[config.mk]
export PLATFORM = sky130hd
export DESIGN_NAME = iidl_cell
export DESIGN_NICKNAME = d
export VERILOG_FILES = /design/src/hdl/assert_macros.svh /design/src/hdl/iidl_pkg.sv /design/src/hdl/iidl_cell.sv
export SDC_FILE = /design/constraint.sdc
export NUM_CORES = 1
export LEC_CHECK = 0
export ABC_AREA = 1
export BUFFER_PORTS_ARGS = -buffer_cell sky130_fd_sc_hd__buf_2
export CORE_ASPECT_RATIO = 2
export CORE_UTILIZATION = 39
export DETAILED_ROUTE_END_ITERATION = 6
export PLACE_DENSITY = 0.95
export SYNTH_ARGS = -nofsm -noshare
export SYNTH_HDL_FRONTEND = slang
export SYNTH_SLANG_ARGS = --single-unit
export TNS_END_PERCENT = 20
[constraint.sdc]
create_clock -name clock -period 4.8 [get_ports clock]
set_input_delay 0.72 -clock clock [delete_from_list [all_inputs] [get_ports clock]]
set_output_delay 0.72 -clock clock [all_outputs]
set_load 0.005 [all_outputs]
[src/hdl/assert_macros.svh]
// Assertion macros used by the list module of this project.
// The SYNTH variant expands to nothing so synthesis sees no assertions.
`ifndef ASSERT_MACROS_SVH
`define ASSERT_MACROS_SVH

`ifndef SYNTH

// A property that must hold at every clock edge outside reset.
`define ASSERT_ALWAYS(label, clk, rst, prop, msg) \
   label: assert property (@(posedge clk) disable iff (rst) (prop)) else $error(msg);

// An antecedent that implies a consequent in the following cycle.
`define ASSERT_NEXT(label, clk, rst, ante, cons, msg) \
   label: assert property (@(posedge clk) disable iff (rst) (ante) |=> (cons)) \
      else $error(msg);

`else

`define ASSERT_ALWAYS(label, clk, rst, prop, msg)
`define ASSERT_NEXT(label, clk, rst, ante, cons, msg)

`endif

`endif

[src/hdl/iidl_pkg.sv]
package iidl_pkg;

   // Default sizing of the list.
   localparam int DEPTH_DEFAULT       = 64;
   localparam int VALUE_WIDTH_DEFAULT = 32;

   // Fixed widths of the word fields.
   localparam int OP_WIDTH     = 3;
   localparam int POS_IN_WIDTH = 8;
   localparam int DATA_WIDTH   = 32;
   localparam int LEN_WIDTH    = 7;

   // Number of cells OR-ed together in the first level of the read tree.
   localparam int GROUP_SIZE = 8;

   // Operation codes.
   localparam logic [OP_WIDTH-1:0] OP_READ     = 3'd0;
   localparam logic [OP_WIDTH-1:0] OP_INS_HEAD = 3'd1;
   localparam logic [OP_WIDTH-1:0] OP_INS_TAIL = 3'd2;
   localparam logic [OP_WIDTH-1:0] OP_INS_AT   = 3'd3;
   localparam logic [OP_WIDTH-1:0] OP_DELETE   = 3'd4;

   // Broadcast to every cell for one operation.
   typedef struct packed {
      logic ins_en;
      logic del_en;
      logic rd_en;
   } cell_ctrl_type;

endpackage

[src/hdl/iidl_cell.sv]
module iidl_cell
   import iidl_pkg::*;
#(
   parameter int VALUE_WIDTH = VALUE_WIDTH_DEFAULT,
   parameter int POS_WIDTH   = POS_IN_WIDTH,
   parameter int INDEX       = 0
) (
   input  logic                   clock,
   input  cell_ctrl_type          ctrl,
   input  logic [POS_WIDTH-1:0]   position,
   input  logic [VALUE_WIDTH-1:0] left_value,
   input  logic [VALUE_WIDTH-1:0] right_value,
   input  logic [VALUE_WIDTH-1:0] new_value,
   output logic [VALUE_WIDTH-1:0] cell_value,
   output logic [VALUE_WIDTH-1:0] read_value
);

   localparam logic [POS_WIDTH-1:0] MyIndex = POS_WIDTH'(INDEX);

   logic [VALUE_WIDTH-1:0] value_ff;
   logic [VALUE_WIDTH-1:0] value_in;

   // Insert moves cells above the position up and loads the position itself;
   // delete pulls cells at or above the position down from the right.
   always_comb begin
      value_in = value_ff;
      if (ctrl.ins_en && (MyIndex > position)) begin
         value_in = left_value;
      end else if (ctrl.ins_en && (MyIndex == position)) begin
         value_in = new_value;
      end else if (ctrl.del_en && (MyIndex >= position)) begin
         value_in = right_value;
      end
   end

   always_ff @(posedge clock) begin
      value_ff <= value_in;
   end

   // Only the addressed cell puts its value on the read tree.
   assign cell_value = value_ff;
   assign read_value = (ctrl.rd_en && (MyIndex == position)) ? value_ff : '0;

endmodule

# Word-level counts from Yosys, hierarchy flattened
# Cells that the tools add are included.
# op_classes
n_lt_le_gt_ge	2
n_mux	4
n_reduce_logical	6
# op_table
op	count
32-bit two-way mux	4
1-bit by 8-bit >= comparator with 1-bit output, first input constant	1
1-bit by 8-bit greater-than comparator with 1-bit output, first input constant	1
8-bit zero test	1
1-bit logical AND	4
3-bit nonzero test	1
# totals
regBits	32
in_bits	108
output_inout_bits	64
wordCells	13

# Depth between registers and ports, before layout
# depth
word_depth	5
mapped_depth	7
ltp_nobuf	6

# Least setup slack after synthesis
# Ideal clock, no wire load.
# synth_path
path_type	input-to-reg
from	input position[3]
to	register value_ff[0], in the netlist cell_value[0], enable pin
setup_time_ns	0.391
arrival_time_ns	2.078
required_ns	4.409
setup_slack_ns	2.331
path_stages	5
path_buffers	1
path_cell_list	nor2_1 > nand2_1 > nor2_4 > buf_2 > o21a_1
# synth_between
elab_chain_len	3
elab_cells_between_ends	7
classes_between	order compare: 2; reduce/logical: 5
# synth_rtl
item	line	text
start: declaration	iidl_cell.sv:10	input logic [POS_WIDTH-1:0] position,
1-bit by 8-bit greater-than comparator with 1-bit output (tied with other cells)	iidl_cell.sv:27	if (ctrl.ins_en && (MyIndex > position)) begin
1-bit logical AND, on equally long branches	iidl_cell.sv:27, iidl_cell.sv:29, iidl_cell.sv:31	
3-bit nonzero test (no source line) (*)	-	
end signal: assignment	iidl_cell.sv:37	value_ff <= value_in;
end: declaration	iidl_cell.sv:20	logic [VALUE_WIDTH-1:0] value_ff;
# Mark *: on every way between the ends. The rest lies on a longest branch, timed or not.
# A chain may end at the register's enable or synchronous reset.

# Worst setup path after layout
# layout_path
from	input position[3]
to	output read_value[26]
# layout_between
elab_chain_len	3
# layout_rtl
item	line	text
8-bit zero test	iidl_cell.sv:42	assign read_value = (ctrl.rd_en && (MyIndex == position)) ? value_ff : '0;
1-bit logical AND	iidl_cell.sv:42	
32-bit two-way mux	iidl_cell.sv:42	
end: declaration	iidl_cell.sv:15	output logic [VALUE_WIDTH-1:0] read_value
# Every way passes these cells.

==> impl_results.md <==
- Initial antenna violation count: 0
- Pin count of the biggest net entering global routing: 36
- Routed WL: 4730 µm
- Setup_tns: 0 ns
- Minimum clock period: 2.96 ns
- First-pass GRT wire length: 7290 µm
- Gpl congestion: 0.781
- Max-Cap Viols: 0
- Gr ovfl total: 0
- Crit path DAT: 2.24 ns
- Leakage: 1.48 nW
- Delay-heaviest family, CP: simple AND/OR/NAND/NOR gates
- Post-CTS resize count: 0
- Die Ht: 95.9 µm
- Final Power: 607 µW
- Critical path, cell by cell: buf_2 -> nor2_1 -> nand2_1 -> nor2_4 -> buf_4 -> nand2_2 -> nor2_1 -> buf_2
- Via count: 1787
- Final nets: 458
- Maximum clock frequency: 338 MHz
- Post-DP HPWL: 3600 µm
- ANT cells: 0
- Largest register FFs: 32
- Number of CTS-inserted buffers: 5
- Post-layout util: 60.9%
- Fin crit share: 61.6%
- Final Hold Viols: 0
- Root Buffer Master: clkbuf_8
- Syn Nets: 323
- CP Launch Type: input port
- Die area: 0.00469 mm²
- First-pass DRT Iterations: 4
- Final setup fails: 0
- Worst Path Required: 4.08 ns
- Finished Cell Area: 0.00254 mm²
- Vias/cell: 4.43
- Core region area: 0.00417 mm²
- Starting density of the core: 41.2%
- Worst VDD drop: 0.227 mV
- Critical path class: input port to output pin
- Drt wl/cell: 11.7 µm
- # placed instances: 395
- CTS tree: yes
- Pwr dens: 239 mW/mm²
- CTS Hold Bufs: 0
- H-Tree Depth: 2
- Yosys cell types: 11
- Clock Sinks: 32
- Port bufs: 139
- HP Class: input port to flop
- Register area share after synthesis: 55.9%
- Crit path buf inv count: 3
- Dpl cell area: 0.00243 mm²
- Clock transition at path regs: 0.07 ns
- Max incr delay on CP: 0.41 ns
- Worst-Margin Slew: 0.606 ns
- Crit path capture type: output pin
- Area growth syn-to-layout: 47.7%
- I/O pin count: 172
- CP startpoint: position[3]
- Synth area leaders: edfxtp_1 56%, nand2_1 14%, nand3_1 9.3%, nor2_1 7.9%, inv_1 7.0%
- Synthesized area: 0.00172 mm²
- Max-slew violations: 0
- Area leader, netlist: edfxtp_1
- Crit. path cell count: 8
- Chip Width: 48.9 µm
- DRC viols: 0
- Synth Warn #: 0
- Yosys top cell area share: 55.9%
- Worst rel slew slack: 59.6%
- Antenna Violating Nets Remaining: 0
- Crit path max-delay cell type: nand2_2
- Critical Path End: read_value[26]
- Row count: 33
- Non-Filler Instances: 403
- Max clock buf depth: 2
- Status: finished clean
- All-layer global routing usage: 20.6%
- RSZ-0062 raised after global routing: false
- Layout cell share with drive strength beyond 1: 43.0%
- CP max FO: 35
- Initial DRC count: 47
- Syn Inst Count: 215
- Vias in the first global route: 1713
- Mean Syn Cell Area: 8.00 µm²
- Post-CTS Setup Bufs: 0
- Yosys reg bits: 32
[synthesized netlist by cell type]
cell type,number
nand2_1,66
nor2_1,36
edfxtp_1,32
inv_1,32
nand3_1,32
buf_2,9
clkbuf_1,3
nand2_2,2
buf_4,1
nor2_4,1
o21a_1,1
[metal layers]
layer  track usage, %  part of all wire [%]  vias up
li1                 -                     -      936
met2             38.8                    54       89
met5                0                     0        -
met4             10.3                   2.2        0
met3             4.27                   6.6        8
met1             21.1                    37      754
[area by class of cell]
cell class	count	area [µm²]
repair buffers	141	711
inverters	32	120
clock inverters	2	35.0
multi-input cells	138	574
well taps	52	65.1
clock buffers	6	72.6
flip-flops and latches	32	961
fillers	391	1630
[worst min path at each step]
stage,depth (start not counted),end,startpoint,slack (ns)
2_1_floorplan,2,cell_value[0],right_value[0],0.90
3_3_place_gp,3,cell_value[22],right_value[22],0.98
3_5_place_dp,3,cell_value[22],right_value[22],0.99
4_1_cts,3,cell_value[29],right_value[29],0.69
5_1_grt,3,cell_value[21],right_value[21],0.71
6_report,3,cell_value[24],right_value[24],0.71
[cells in the final DEF, fill, tap and decap left out]
cell	netlist	final
o21a_1	1	1
buf_4	1	2
clkinv_2	0	1
nand2_1	66	66
clkbuf_1	3	1
nor2_4	1	1
inv_1	32	32
nand2_2	2	2
nor2_1	36	36
buf_2	9	139
nand3_1	32	32
clkbuf_8	0	5
bufinv_16	0	1
edfxtp_1	32	32
[kinds of logic after synthesis]
kind of cell	Yosys count	share of synthesized area (%)
DFF	32	55.9
AOI/OAI and AO/OA	1	0.437
and+or+nand+nor	137	33.0
buffers and inverters	45	10.7
[where the power goes]
| group | internal [mW] | switching, mW | leakage (nW) |
|---|---|---|---|
| clock network | 0.154 | 0.0949 | 0.0552 |
| registers | 0.308 | 0.000391 | 0.288 |
| logic | 0.0278 | 0.0219 | 1.13 |
[stage by stage]
stage,hold slack (ns),setup WS (ns)
finish,0.708,1.84
global route,0.707,1.64
CTS,0.694,1.82
detailed placement,0.987,1.82
global placement,0.982,1.91
floorplan,0.899,2.33
(Power assumes the default switching activity.)
